**src/rtl/icd_pkg.sv**
```systemverilog
`timescale 1ns / 1ps
`default_nettype none
package icd_pkg;

  localparam int unsigned SampleW = 16;
  localparam int unsigned DistW   = 24;
  localparam int unsigned FarW    = 23;
  localparam int unsigned SpacW   = 16;
  localparam int unsigned DimW    = 11;
  localparam int unsigned ColW    = 10;
  localparam int unsigned RowW    = 10;
  localparam int unsigned PaddrW  = 5;
  localparam int unsigned PdataW  = 32;

  localparam int unsigned DefMaxWidth  = 1024;
  localparam int unsigned DefMaxHeight = 1024;

  localparam int unsigned RadW   = 65;
  localparam int unsigned ScaleW = 32;
  localparam int unsigned RootW  = 49;
  localparam int unsigned QuotW  = 64;

  localparam logic [2:0] RegThreshold = 3'd0;
  localparam logic [2:0] RegFarValue  = 3'd1;
  localparam logic [2:0] RegSpacingX  = 3'd2;
  localparam logic [2:0] RegSpacingY  = 3'd3;
  localparam logic [2:0] RegWidth     = 3'd4;
  localparam logic [2:0] RegHeight    = 3'd5;

  function automatic logic [15:0] mag17(logic signed [16:0] v);
    logic signed [16:0] n;
    n = -v;
    return v[16] ? n[15:0] : v[15:0];
  endfunction

  function automatic logic pos17(logic signed [16:0] v);
    return !v[16] && (v != 17'sd0);
  endfunction

endpackage
`default_nettype wire

```
**src/rtl/icd_sqrt.sv**
```systemverilog
`timescale 1ns / 1ps
`default_nettype none
module icd_sqrt (
  input  wire logic                       clk_i,
  input  wire logic                       rst_ni,
  input  wire logic                       start_i,
  input  wire logic [icd_pkg::RadW-1:0]   rad_i,
  output logic                            done_o,
  output logic [icd_pkg::RootW-1:0]       root_o
);
  import icd_pkg::*;

  localparam int unsigned ExtW = 2 * RootW;

  logic [ExtW-1:0]  rad_q;
  logic [RootW:0]   rem_q;
  logic [RootW-1:0] root_q;
  logic [5:0]       cnt_q;
  logic             busy_q;
  logic             done_q;
  logic [RootW+2:0] t;
  logic [RootW+2:0] trial;
  logic [RootW+2:0] diff;
  logic             ge;

  assign t     = {rem_q, rad_q[ExtW-1 -: 2]};
  assign trial = {1'b0, root_q, 2'b01};
  assign diff  = t - trial;
  assign ge    = (t >= trial);

  always_ff @(posedge clk_i or negedge rst_ni) begin
    if (!rst_ni) begin
      busy_q <= 1'b0;
      done_q <= 1'b0;
      cnt_q  <= '0;
    end else begin
      done_q <= 1'b0;
      if (start_i) begin
        busy_q <= 1'b1;
        cnt_q  <= 6'(RootW);
      end else if (busy_q) begin
        cnt_q <= cnt_q - 6'd1;
        if (cnt_q == 6'd1) begin
          busy_q <= 1'b0;
          done_q <= 1'b1;
        end
      end
    end
  end

  always_ff @(posedge clk_i) begin
    if (start_i) begin
      rad_q  <= ExtW'({rad_i, {ScaleW{1'b0}}});
      rem_q  <= '0;
      root_q <= '0;
    end else if (busy_q) begin
      rad_q  <= {rad_q[ExtW-3:0], 2'b00};
      rem_q  <= ge ? diff[RootW:0] : t[RootW:0];
      root_q <= {root_q[RootW-2:0], ge};
    end
  end

  assign done_o = done_q;
  assign root_o = root_q;

endmodule
`default_nettype wire

```
**config.mk**
```make
export PLATFORM = sky130hd
export DESIGN_NAME = icd_sqrt
export DESIGN_NICKNAME = d
export VERILOG_FILES = /design/src/rtl/icd_pkg.sv /design/src/rtl/icd_sqrt.sv
export SDC_FILE = /design/constraint.sdc
export NUM_CORES = 1
export LEC_CHECK = 0
export BUFFER_PORTS_ARGS = -buffer_cell sky130_fd_sc_hd__buf_2
export CORE_MARGIN = 3
export CORE_UTILIZATION = 25
export DETAILED_ROUTE_END_ITERATION = 10
export PLACE_DENSITY = 0.4
export SLEW_MARGIN = 30
export SYNTH_ARGS = -nofsm -noshare
export SYNTH_HDL_FRONTEND = slang
export SYNTH_SLANG_ARGS = --single-unit
```
**constraint.sdc**
```tcl
create_clock -name clk_i -period 3.5 [get_ports clk_i]
set_input_delay 0.7 -clock clk_i [delete_from_list [all_inputs] [get_ports clk_i]]
set_output_delay 0.7 -clock clk_i [all_outputs]
set_load 0.02 [all_outputs]
```
## Yosys cells after proc, flatten, opt, wreduce, memory -nomap -nowiden

Cells that the tools add are included.
Widths: inputs -> output; s select.

- $add $sub $neg: 2
- Multiply operators: 0
- Div/mod/pow operators: 0
- $lt $le $gt $ge: 1
- Equality and inequality tests: 1
- Shift operators: 0
- Muxes and demuxes: 11
- Bitwise logic cells: 0
- Reduce and logical (&&, ||, !) cells: 1

Operators by type and width:

| operator | count |
|---|---|
| $mux 97 | 2 |
| $ge 52x51->1 | 1 |
| $mux 50 | 1 |
| $sub 50x50->50 | 1 |
| $mux 6 | 2 |
| $eq 6x1->1 const B | 1 |
| $mux 1 | 6 |
| $sub 6x1->6 const B | 1 |
| $reduce_bool 2->1 | 1 |

- Bits in registers: 173
- Latch bits: 0
- RAM bits: 0
- Memory bits (read-only): 0
- Bits of input ports: 68
- Output and inout port bits: 50
- Word-level logic and storage cells: 23
- Memories: 0

## Logic depth before layout (Yosys ltp)

- Word-level depth: 4
- Depth in mapped cells: 13
- Gate-level depth less buffers: 11

## Least setup slack after synthesis

Ideal clock, no wire load.

- Kind: flip-flop to flip-flop
- From: register root_q[10] (netlist: root_o[10])
- To: register rem_q[30]
- Setup time: 88 ps
- Arrival: 3213 ps
- Data required time: 3412 ps
- Path slack: 199 ps
- Stages on the path, launching flop included: 11
- Cells stage by stage: dfxtp_1 > inv_1 > ha_1 > clkbuf_1 > nand4_1 > or4_1 > a211o_1 > a2111oi_4 > nor2_2 > or3b_1 > a311oi_2

- Word-level cells in the longest chain between the ends: 2

RTL lines:

| element | RTL line | RTL |
|---|---|---|
| from (decl) | icd_sqrt.sv:17 | `logic [RootW-1:0] root_q;` |
| from (signal assigned) | icd_sqrt.sv:59 | `root_q <= {root_q[RootW-2:0], ge};` |
| $sub 50x50->50 or $ge 52x51->1 (tied branches) | icd_sqrt.sv:28, icd_sqrt.sv:29 |  |
| $mux 50 (*) | icd_sqrt.sv:58 | `rem_q <= ge ? diff[RootW:0] : t[RootW:0];` |
| to (signal assigned) | icd_sqrt.sv:58 |  |
| to (decl) | icd_sqrt.sv:16 | `logic [RootW:0] rem_q;` |

Mark *: on every way between the ends. The rest lies on a longest branch, timed or not.
A chain may end at the register's enable or synchronous reset.

## Worst setup path after layout

- From: register root_q[16] (netlist: root_o[16])
- To: register rem_q[47]

The elaborated chain is that of the path after synthesis.

==> impl_metrics.env <==
export IMPL_synth_area_sq_um=10300
export IMPL_initial_utilization=0.256
export IMPL_fp_row_count=73
export IMPL_grt_ovfl_total=0
export IMPL_finalCriticalPeriod_ns=3.30
export IMPL_areaGrowthSynthToFinish_pct=20.8
export IMPL_drtPass1Iterations=5
export IMPL_syn_avg_cell_area_sq_um=9.04
export IMPL_numCtsBuffers=17
export IMPL_grt_usage=0.137
export IMPL_yosys_area_share_simple=0.159
export IMPL_antenna_left=0
export IMPL_drv_cap=0
export IMPL_synth_seq_cells=173
export IMPL_finalHoldViolations=0
export IMPL_cts_buffer_depth=2
export IMPL_worst_slew_pin_transition_ns=0.960
export IMPL_ys_seq_area_frac=0.404
export IMPL_final_cells=1808
export IMPL_synth_edf_count=65
export IMPL_clk_latency_ns=0.47
export IMPL_layout_worst_path_cycle_share=0.944
export IMPL_gp_congestion=0.819
export IMPL_syn_inst=1139
export IMPL_grt_pass1_wl_um=48300
export IMPL_synth_flop_cell="dfxtp_1"
export IMPL_power_density_nw_per_um2=842
export IMPL_hold_path_class="in2async"
export IMPL_muxShareOfSynthArea=0.122
export IMPL_slew_headroom=0.358
export IMPL_clk_pin_slew_ns=0.07
export IMPL_timing_hold_ws_ns=0.0719
export IMPL_synth_adder_area_share=0.0644
export IMPL_clockRootBuffer="clkbuf_16"
export IMPL_cts_sinks=173
export IMPL_worst_path_buf_inv=1
export IMPL_die_y_um=209
export IMPL_grt_pass1_vias=8883
export IMPL_synth_cell_types=62
export IMPL_p_leak_nw=5.44
export IMPL_nNetsFinal=1389
export IMPL_drive_above_1_share=0.230
export IMPL_synth_top_family_by_area="compound AO/OA/AOI/OAI gates"
export IMPL_io_pins=118
export IMPL_most_common_layout_cells="nor2_1, nand2_1, buf_2"
export IMPL_drc_errors=0
export IMPL_critPathRequiredTime_ns=3.88
export IMPL_final_common_cell="nor2_1"
export IMPL_nFillCells=4388
export IMPL_avgViaCountPerCell=4.78
export IMPL_syn_num_nets=1260
export IMPL_rsz0062_at_grt="no"
export IMPL_portBuffers=117
export IMPL_synth_compound_area_share=0.166
export IMPL_total_power_w=0.0105
export IMPL_setup_viol=0
export IMPL_cpMostUsedCell="a221o_1"
export IMPL_drt_iter0_drc=430
export IMPL_slowest_delay_ns=0.38
export IMPL_grt_max_degree=55
export IMPL_worstPathArrival_ns=3.68
export IMPL_hold_buffers=0
export IMPL_core_sq_um=40200
export IMPL_die_area_sq_um=43600
export IMPL_slew_viol_final=0
export IMPL_crit_chain="inv_1 -> ha_1 -> a21oi_1 -> o211ai_1 -> a221o_1 -> a221o_1 -> o21ai_1 -> o21ai_0 -> nand4b_1 -> mux2_2 -> a211oi_1"
export IMPL_crit_fanout=6
export IMPL_vdd_drop_max_mv=0.408
export IMPL_avgRoutedWirePerCell_um=16.3
export IMPL_outcome="completed"
export IMPL_synthXorXnorAreaFrac=0.0349
export IMPL_path_delay_family="compound AO/OA/AOI/OAI gates"
export IMPL_cts_max_level=4
export IMPL_drt_total_wl_um=29500
export IMPL_dp_hpwl_um=22000
export IMPL_die_w_um=209
export IMPL_synth_yosys_warnings=0
export IMPL_antenna_found_initial=7
export IMPL_ys_async_sr_fraction=0.0462
export IMPL_vias=8646
export IMPL_cts_tree="built"
export IMPL_fmax_mhz=303
export IMPL_cp_start_kind="register"
export IMPL_placedCellCount=1770
export IMPL_clock_skew_final_ns=0.0162
export IMPL_worstSetupEndpointType="register"
export IMPL_worstSetupPathType="reg2reg"
export IMPL_slowest_stage="dfxtp_1"
export IMPL_finalSetupTns_ns=0
-- per-layer routing --
| layer | up-vias | routed length [um] | track usage |
|---|---|---|---|
| met4 | 12 | 386 | 0.0400 |
| li1 | 4359 | - | - |
| met3 | 29 | 1840 | 0.0492 |
| met2 | 158 | 13500 | 0.216 |
| met1 | 4088 | 13700 | 0.176 |
| met5 | - | 60 | 0 |
-- path summary, 6_finish.rpt --
| kind | from | to | slack (ns) | depth (start not counted) |
|---|---|---|---|---|
| max reg2reg | root_o[16] | rem_q[47] | 0.20 | 11 |
| max in group asynchronous | rst_ni | busy_q | 3.23 | 1 |
| min reg2reg | rad_q[95] | rad_q[97] | 0.50 | 2 |
| max | root_o[16] | rem_q[47] | 0.20 | 11 |
| min | rst_ni | cnt_q[4] | 0.07 | 1 |
| min in group clk_i | rad_q[95] | rad_q[97] | 0.50 | 2 |
-- area by class of cell --
class	instances	area, sq um	area share
Multi-Input combinational cell	832	5660	0.455
Tap cell	525	657	0.0528
Inverter	64	240	0.0193
Antenna cell	2	5.00	0.000402
Sequential cell	173	4160	0.334
Clock buffer	17	425	0.0342
Clock inverter	15	156	0.0126
Timing Repair Buffer	180	1130	0.0909
-- cell usage after synthesis, types with 16 or more instances --
cell        n  area share
nor2_1    135       0.049
nand4_1    17       0.010
o21ai_0    51       0.025
inv_1      64       0.023
dfxtp_1   100        0.19
edfxtp_1   65        0.19
clkbuf_1   58       0.021
a311oi_1   34       0.029
nand2_1   121       0.044
a21o_1     16       0.012
nand3_1    18      0.0088
mux2_2     65       0.071
mux2i_1    52       0.051
a21oi_1    71       0.035
ha_1       53       0.064
xnor2_1    26       0.022
-- logic make-up after synthesis --
logic type                 count (synthesis)
muxes                                    117
xor gates and xnor gates                  41
and+or+nand+nor                          365
DFF                                      173
AOI/OAI and AO/OA                        255
adders and majority gates                 53
buffers and inverters                    135
-- report_power, final --
part / switching (W) / total [W] / internal, W
Clock: 0.000928 / 0.00193 / 0.00100
Sequential: 0.000203 / 0.00262 / 0.00242
Combinational: 0.00338 / 0.00592 / 0.00254
-- metrics by stage --
stage	cell area, sq um	util	setup slack (ns)
after global placement	11700	0.292	0.116
after CTS	12400	0.307	0.0346
after global routing	12400	0.309	0.0295
after detailed placement	11800	0.293	0.0487
final	12400	0.309	0.197
after floorplan	10300	-	0.199
-- repair_timing --
item | CTS | global route
buffers inserted | 0 | 3
setup endpoints to repair | 0 | 50
resized for setup | 0 | 12
-- registers in the layout (all words and copies together) (netlist names) --
register,flops
busy_q,1
cnt_q,6
done_o,1
rad_q,66
rem_q,50
root_o,49
(Power assumes the default switching activity.)
