===== src/rtl/icd_pkg.sv =====
`timescale 1ns / 1ps
`default_nettype none
package icd_pkg;

  localparam int unsigned SampleW = 16;
  localparam int unsigned DistW   = 24;
  localparam int unsigned FarW    = 23;
  localparam int unsigned SpacW   = 16;
  localparam int unsigned DimW    = 11;
  localparam int unsigned ColW    = 10;
  localparam int unsigned RowW    = 10;
  localparam int unsigned PaddrW  = 5;
  localparam int unsigned PdataW  = 32;

  localparam int unsigned DefMaxWidth  = 1024;
  localparam int unsigned DefMaxHeight = 1024;

  localparam int unsigned RadW   = 65;
  localparam int unsigned ScaleW = 32;
  localparam int unsigned RootW  = 49;
  localparam int unsigned QuotW  = 64;

  localparam logic [2:0] RegThreshold = 3'd0;
  localparam logic [2:0] RegFarValue  = 3'd1;
  localparam logic [2:0] RegSpacingX  = 3'd2;
  localparam logic [2:0] RegSpacingY  = 3'd3;
  localparam logic [2:0] RegWidth     = 3'd4;
  localparam logic [2:0] RegHeight    = 3'd5;

  function automatic logic [15:0] mag17(logic signed [16:0] v);
    logic signed [16:0] n;
    n = -v;
    return v[16] ? n[15:0] : v[15:0];
  endfunction

  function automatic logic pos17(logic signed [16:0] v);
    return !v[16] && (v != 17'sd0);
  endfunction

endpackage
`default_nettype wire


===== src/rtl/icd_div.sv =====
`timescale 1ns / 1ps
`default_nettype none
module icd_div (
  input  wire logic                       clk_i,
  input  wire logic                       rst_ni,
  input  wire logic                       start_i,
  input  wire logic [icd_pkg::QuotW-1:0]  dividend_i,
  input  wire logic [icd_pkg::RootW-1:0]  divisor_i,
  output logic                            done_o,
  output logic [icd_pkg::QuotW-1:0]       quot_o
);
  import icd_pkg::*;

  logic [QuotW-1:0] dq_q;
  logic [RootW-1:0] rem_q;
  logic [RootW-1:0] div_q;
  logic [6:0]       cnt_q;
  logic             busy_q;
  logic             done_q;
  logic [RootW:0]   t;
  logic [RootW:0]   diff;
  logic             ge;

  assign t    = {rem_q, dq_q[QuotW-1]};
  assign diff = t - {1'b0, div_q};
  assign ge   = (t >= {1'b0, div_q});

  always_ff @(posedge clk_i or negedge rst_ni) begin
    if (!rst_ni) begin
      busy_q <= 1'b0;
      done_q <= 1'b0;
      cnt_q  <= '0;
    end else begin
      done_q <= 1'b0;
      if (start_i) begin
        busy_q <= 1'b1;
        cnt_q  <= 7'(QuotW);
      end else if (busy_q) begin
        cnt_q <= cnt_q - 7'd1;
        if (cnt_q == 7'd1) begin
          busy_q <= 1'b0;
          done_q <= 1'b1;
        end
      end
    end
  end

  always_ff @(posedge clk_i) begin
    if (start_i) begin
      dq_q  <= dividend_i;
      div_q <= divisor_i;
      rem_q <= '0;
    end else if (busy_q) begin
      dq_q  <= {dq_q[QuotW-2:0], ge};
      rem_q <= ge ? diff[RootW-1:0] : t[RootW-1:0];
    end
  end

  assign done_o = done_q;
  assign quot_o = dq_q;

endmodule
`default_nettype wire


===== config.mk =====
export PLATFORM = sky130hd
export DESIGN_NAME = icd_div
export DESIGN_NICKNAME = d
export VERILOG_FILES = /design/src/rtl/icd_pkg.sv /design/src/rtl/icd_div.sv
export SDC_FILE = /design/constraint.sdc
export NUM_CORES = 1
export LEC_CHECK = 0
export BUFFER_PORTS_ARGS = -buffer_cell sky130_fd_sc_hd__buf_2
export CAP_MARGIN = 20
export CORE_MARGIN = 5
export CORE_UTILIZATION = 35
export DETAILED_ROUTE_END_ITERATION = 7
export PLACE_DENSITY_LB_ADDON = 0.1
export REMOVE_ABC_BUFFERS = 1
export SLEW_MARGIN = 20
export SYNTH_ARGS = -nofsm -noshare
export SYNTH_HDL_FRONTEND = slang
export SYNTH_SLANG_ARGS = --single-unit

===== constraint.sdc =====
create_clock -name clk_i -period 9.9 [get_ports clk_i]
set_input_delay 0.99 -clock clk_i [delete_from_list [all_inputs] [get_ports clk_i]]
set_output_delay 0.99 -clock clk_i [all_outputs]
set_load 0.05 [all_outputs]

Word-level counts from Yosys, hierarchy flattened:

Cells that the tools add are included.

* word-level logic and storage cells: 22
* bits in latches: 0
* register bits: 171
* memories kept: 0
* RAM bits: 0
* ROM bits: 0
* input bits: 116

* bitwise operators: 0
* div/mod/pow operators: 0
* multipliers: 0
* magnitude comparators: 1
* equal/unequal tests: 1
* muxes and demuxes: 11
* shift operators: 0
* add/sub/neg operators: 2
* reduce and logical (&&, ||, !) cells: 1

Operator list (number)
* 2-to-1 mux 64 bit: 2
* greater-or-equal comparator 50 x 49 -> 1 bit: 1
* 2-to-1 mux 49 bit: 1
* subtractor 49 bit: 1
* 2-to-1 mux 7 bit: 2
* == test 7 x 1 -> 1 bit, second input constant: 1
* subtractor 7 x 1 -> 7 bit, second input constant: 1
* 2-to-1 mux 1 bit: 6
* nonzero test 2 bit: 1

Depth between registers and ports, before layout:

* depth after elaboration: 4
* depth in mapped cells: 15

Worst setup path after synthesis:

OpenSTA, ideal clock, no wires.

* kind: flip-flop to flip-flop
* from: register dq_q[63] (netlist: quot_o[63])
* to: register rem_q[40]
* path slack: 6.255 ns
* setup time: 0.127 ns
* buffers on the path: 0
* data arrival time: 3.518 ns
* cell stages (with the launch flop): 14
* cell sequence: edfxtp_1 > inv_1 > ha_1 > inv_1 > fa_1 > a21o_1 > a221o_1 > a221o_1 > a211o_1 > a21oi_4 > o21bai_4 > a211oi_2 > a211oi_1 > or3_1

* longest elaborated chain between the ends: 2
* elaborated cells on any way between the ends: 3

RTL lines
* start, declared: RTL line icd_div.sv:14 `logic [QuotW-1:0] dq_q;`
* start signal, assigned: RTL line icd_div.sv:50 `dq_q <= dividend_i;`
* start signal, assigned: RTL line icd_div.sv:54 `dq_q <= {dq_q[QuotW-2:0], ge};`
* subtractor 49 bit or greater-or-equal comparator 50 x 49 -> 1 bit (tied branches): RTL line icd_div.sv:25, icd_div.sv:26
* 2-to-1 mux 49 bit (*): RTL line icd_div.sv:55 `rem_q <= ge ? diff[RootW-1:0] : t[RootW-1:0];`
* end signal, assigned: RTL line icd_div.sv:55
* end, declared: RTL line icd_div.sv:15 `logic [RootW-1:0] rem_q;`

Mark *: on every way between the ends. The rest lies on a longest branch, timed or not.
A chain may end at the register's enable or synchronous reset.

Worst setup path after layout:

* from: register dq_q[63] (netlist: quot_o[63])
* to: register rem_q[6]

The elaborated chain is that of the path after synthesis.

==> parameters.txt <==
Parameter                              Value

Floorplan
  Placeable core region    around 28000 um^2
  Die area    31600 um^2
  Die boundary height    178 um
  Num rows    61
  DIE WIDTH    178 um
  Initial Util    35.4%
  Top-Level Pins    181

Setup path
  Number of buffer and inverter stages on the critical path    3
  Critical path endpoint category    register
  Max stage delay cell, worst path    sky130_fd_sc_hd__buf_4
  Data arrival time of the worst path    4300 ps
  Kind of cell with the highest combined delay on the critical path    compound AO/OA/AOI/OAI gates
  Critical path class    register to register
  Critical Path, Cell by Cell    inv_1 -> ha_1 -> inv_1 -> fa_1 -> a21o_1 -> a221o_1 -> a22oi_1 -> nor3_1 -> o311ai_2 -> nand3_2 -> buf_4 -> mux2_1 -> a211oi_1
  Worst endpoint required time    between 10000 and 15000 ps
  Kind of start point of the critical path    register
  Critical path peak fanout    38
  Cell mode on critical path    sky130_fd_sc_hd__inv_1
  Worst stage delay on the critical path    460 ps

Route
  Wire per inst    approximately 17 um
  Vias per cell    5.04
  DR vias    7556
  Routed Antenna Nets    0
  Sum of routed wire length over all layers    between 20 and 30 mm
  DRC violations left    0
  Number of iterations in the first detailed-routing pass    5
  1st-iter DRT viols    362

STA
  Timing-limited maximum frequency    253 MHz
  Max transition margin    40.9%
  Setup violation total in the final timing report    0
  Worst slack on hold paths    390 ps
  Final slew viol count    0
  Final worst path period need    3950 ps
  Final hold vios    0
  Setup repair after global routing missed its margin    no
  Sum of negative setup slack    0 ps
  Actual slew at the worst max-slew pin    roughly 890 ps
  Layout Skew    20.2 ps
  Final worst-path cycle share    39.9%

Clock network
  Maximum count of clock buffers along a single path    2
  Total clock sinks    between 150 and 200
  Post-CTS Repair Setup Buffers    0
  Number of instances resized during post-cts repair    0
  Clk slew on worst S/H paths    approximately 70 ps
  CTS root buffer    sky130_fd_sc_hd__clkbuf_16
  Number of buffers inserted during clock tree synthesis    17
  CTS tree    built
  Number of hold buffers added after CTS    0
  Max H-tree Level    4
  Clock insertion delay at the later pin of the skew report    450 ps

Synth
  Cell accounting for the most synthesized area    sky130_fd_sc_hd__edfxtp_1
  Distinct cell type count of the synthesized netlist    66
  Sequential-to-total area share from yosys stat    46.8%
  Instance count of the mapped netlist    between 900 and 1000
  Fraction of synthesis flops using an asynchronous set or reset pin    5.26%
  Top-area cell type share of the netlist area    34.5%
  Number of enable-type register cells in the synthesized netlist    113
  Count of synthesis-stage warnings from yosys    0
  Mapped Area    9830 um^2
  Top area cells in the synthesized netlist    sky130_fd_sc_hd__edfxtp_1 (35%), sky130_fd_sc_hd__dfxtp_1 (10%), sky130_fd_sc_hd__mux2_2 (7.4%)
  Avg Inst Size Synth    10.3 um^2
  Synthesized flop and latch total    171
  Most used flip-flop cell after synthesis    sky130_fd_sc_hd__edfxtp_1

GRT
  Wire length of the first global-routing pass    40.8 mm
  Maximum number of pins on one net before global-route repair    a little under 90
  GR peak layer    met2
  Vias in the first global route    7835
  Number of antenna violations at the first check in global routing    5
  Met1 Usage GRT    21.7%
  Gr usage total    16.2%
  GR Layer Usage met2    approximately 25%
  Global routing met3 resource utilization    6.09%
  Global-route congestion overflow total    0

Layout
  Count of filler cells inserted in the layout    ~2800
  Total Nets Final    1275
  Syn-to-layout area delta    18.2%
  Fraction of layout instances using a drive strength above 1    26.2%
  Most common cell after layout, fill and taps aside    sky130_fd_sc_hd__buf_2
  Commonest cells after routing, fill and taps aside    sky130_fd_sc_hd__buf_2 (179), sky130_fd_sc_hd__edfxtp_1 (113), sky130_fd_sc_hd__nor2_1 (77)

Pwr
  Sw Pwr    1.33 mW
  Overall Power    3.15 mW
  Internal Pwr Total    1.82 mW
  Relative contribution of sequential cells to total power    32.9%
  Maximum vdd ir drop    0.120 mV
  Combinational cell fraction of total power    46.1%
  Fraction of power spent switching nets    42.2%
  Share of total power in the clock network    roughly a fifth
  Leakage dissipation    between 4 and 5 nW
  Power density over the cells    271 nW/um^2

Placement
  Buffers on Ports    between 150 and 200
  Detailed placer's ending HPWL    18.6 mm
  Weighted congestion at the end of routability-driven global placement    ~0.83

Min path
  Worst hold path type    input port to asynchronous set/reset pin

Run status
  Result of the run    finished, final reports clean

Job
  Maximum capacitance violations    0
## power by group through the flow
stage          logic, mW  registers (mW)  clock network (mW)
4_1_cts             1.45            1.04               0.680
5_1_grt             1.61            1.06               0.708
6_report            1.45            1.04               0.660
2_1_floorplan      0.970            1.17                   0
3_3_place_gp        1.45            1.05                   0
3_5_place_dp        1.45            1.05                   0
## Yosys cell counts (4+ instances only)
cell and instances:
sky130_fd_sc_hd__mux2i_1 28, sky130_fd_sc_hd__edfxtp_1 113, sky130_fd_sc_hd__o211ai_1 7, sky130_fd_sc_hd__o21bai_1 13, sky130_fd_sc_hd__a22oi_1 9, sky130_fd_sc_hd__a211oi_1 38
sky130_fd_sc_hd__and3_1 5, sky130_fd_sc_hd__a21boi_0 4, sky130_fd_sc_hd__mux2_2 65, sky130_fd_sc_hd__nor2b_1 7, sky130_fd_sc_hd__ha_1 51, sky130_fd_sc_hd__nor2_1 77
sky130_fd_sc_hd__dfxtp_1 49, sky130_fd_sc_hd__xnor2_1 26, sky130_fd_sc_hd__nand4_1 16, sky130_fd_sc_hd__nor3_1 16, sky130_fd_sc_hd__nor4_1 4, sky130_fd_sc_hd__dfrtp_1 9
sky130_fd_sc_hd__nand3_1 11, sky130_fd_sc_hd__nand2_1 57, sky130_fd_sc_hd__clkbuf_1 42, sky130_fd_sc_hd__o21ai_0 46, sky130_fd_sc_hd__buf_2 4, sky130_fd_sc_hd__o21a_1 7
sky130_fd_sc_hd__or3_1 9, sky130_fd_sc_hd__inv_1 69, sky130_fd_sc_hd__a21o_1 18, sky130_fd_sc_hd__xor2_1 19, sky130_fd_sc_hd__and2_1 6, sky130_fd_sc_hd__a31oi_1 7
sky130_fd_sc_hd__nand2b_1 11, sky130_fd_sc_hd__a21oi_1 61
## sequential cells by signal, indices dropped and copies added (netlist names)
signal / cells
busy_q: 1
cnt_q: 7
div_q: 49
done_o: 1
quot_o: 64
rem_q: 49
## final timing paths
| check | from | endpoint | slack, ps | depth (start not counted) |
|---|---|---|---|---|
| worst max-delay path | quot_o[63]$_DFFE_PP_ | rem_q[6]$_SDFFE_PP0P_ | 5950 | 13 |
| worst min-delay path | rst_ni | cnt_q[1]$_DFFE_PN0P_ | 390 | 1 |
| worst max register to register | quot_o[63]$_DFFE_PP_ | rem_q[6]$_SDFFE_PP0P_ | 5950 | 13 |
| worst min register to register | rem_q[22]$_SDFFE_PP0P_ | rem_q[22]$_SDFFE_PP0P_ | 510 | 2 |
| max in group asynchronous | rst_ni | busy_q$_DFF_PN0_ | 9310 | 1 |
| min in group clk_i | rem_q[22]$_SDFFE_PP0P_ | rem_q[22]$_SDFFE_PP0P_ | 510 | 2 |
## per-stage QoR
stage	utilization (%)	worst slack (ps)	cell area, um^2	instances
6_report	41.9	5950	11600	1499
5_1_grt	41.8	5580	11600	1498
4_1_cts	41.8	5890	11600	1498
3_5_place_dp	39.8	5930	11100	1466
3_3_place_gp	39.8	6040	11100	1466
2_1_floorplan	-	5510	9640	903
## metal layers
layer,part of all wire [%],vias to the layer above
met5,0.17,-
met4,1.3,8
met3,8.1,24
met2,43,195
met1,47,3524
li1,-,3805
## cell families after synthesis
family,count (synthesis),synth area share [%]
AOI/OAI and AO/OA,243,16.5
xor gates and xnor gates,45,4.01
muxes,94,10.4
adders and majority gates,52,6.69
buffers and inverters,118,4.61
and+or+nand+nor,229,11.0
DFF,171,46.8
## layout make-up
type	instances	area, um^2	share of cell area (%)
Multi-Input combinational cell	663	4780	41.1
Sequential cell	171	4600	39.6
Timing Repair Buffer	185	945	8.12
Tap cell	378	473	4.07
Clock buffer	18	429	3.69
Inverter	69	259	2.23
Clock inverter	14	136	1.17
Antenna cell	1	2.50	0.0215
(Power assumes the default switching activity.)
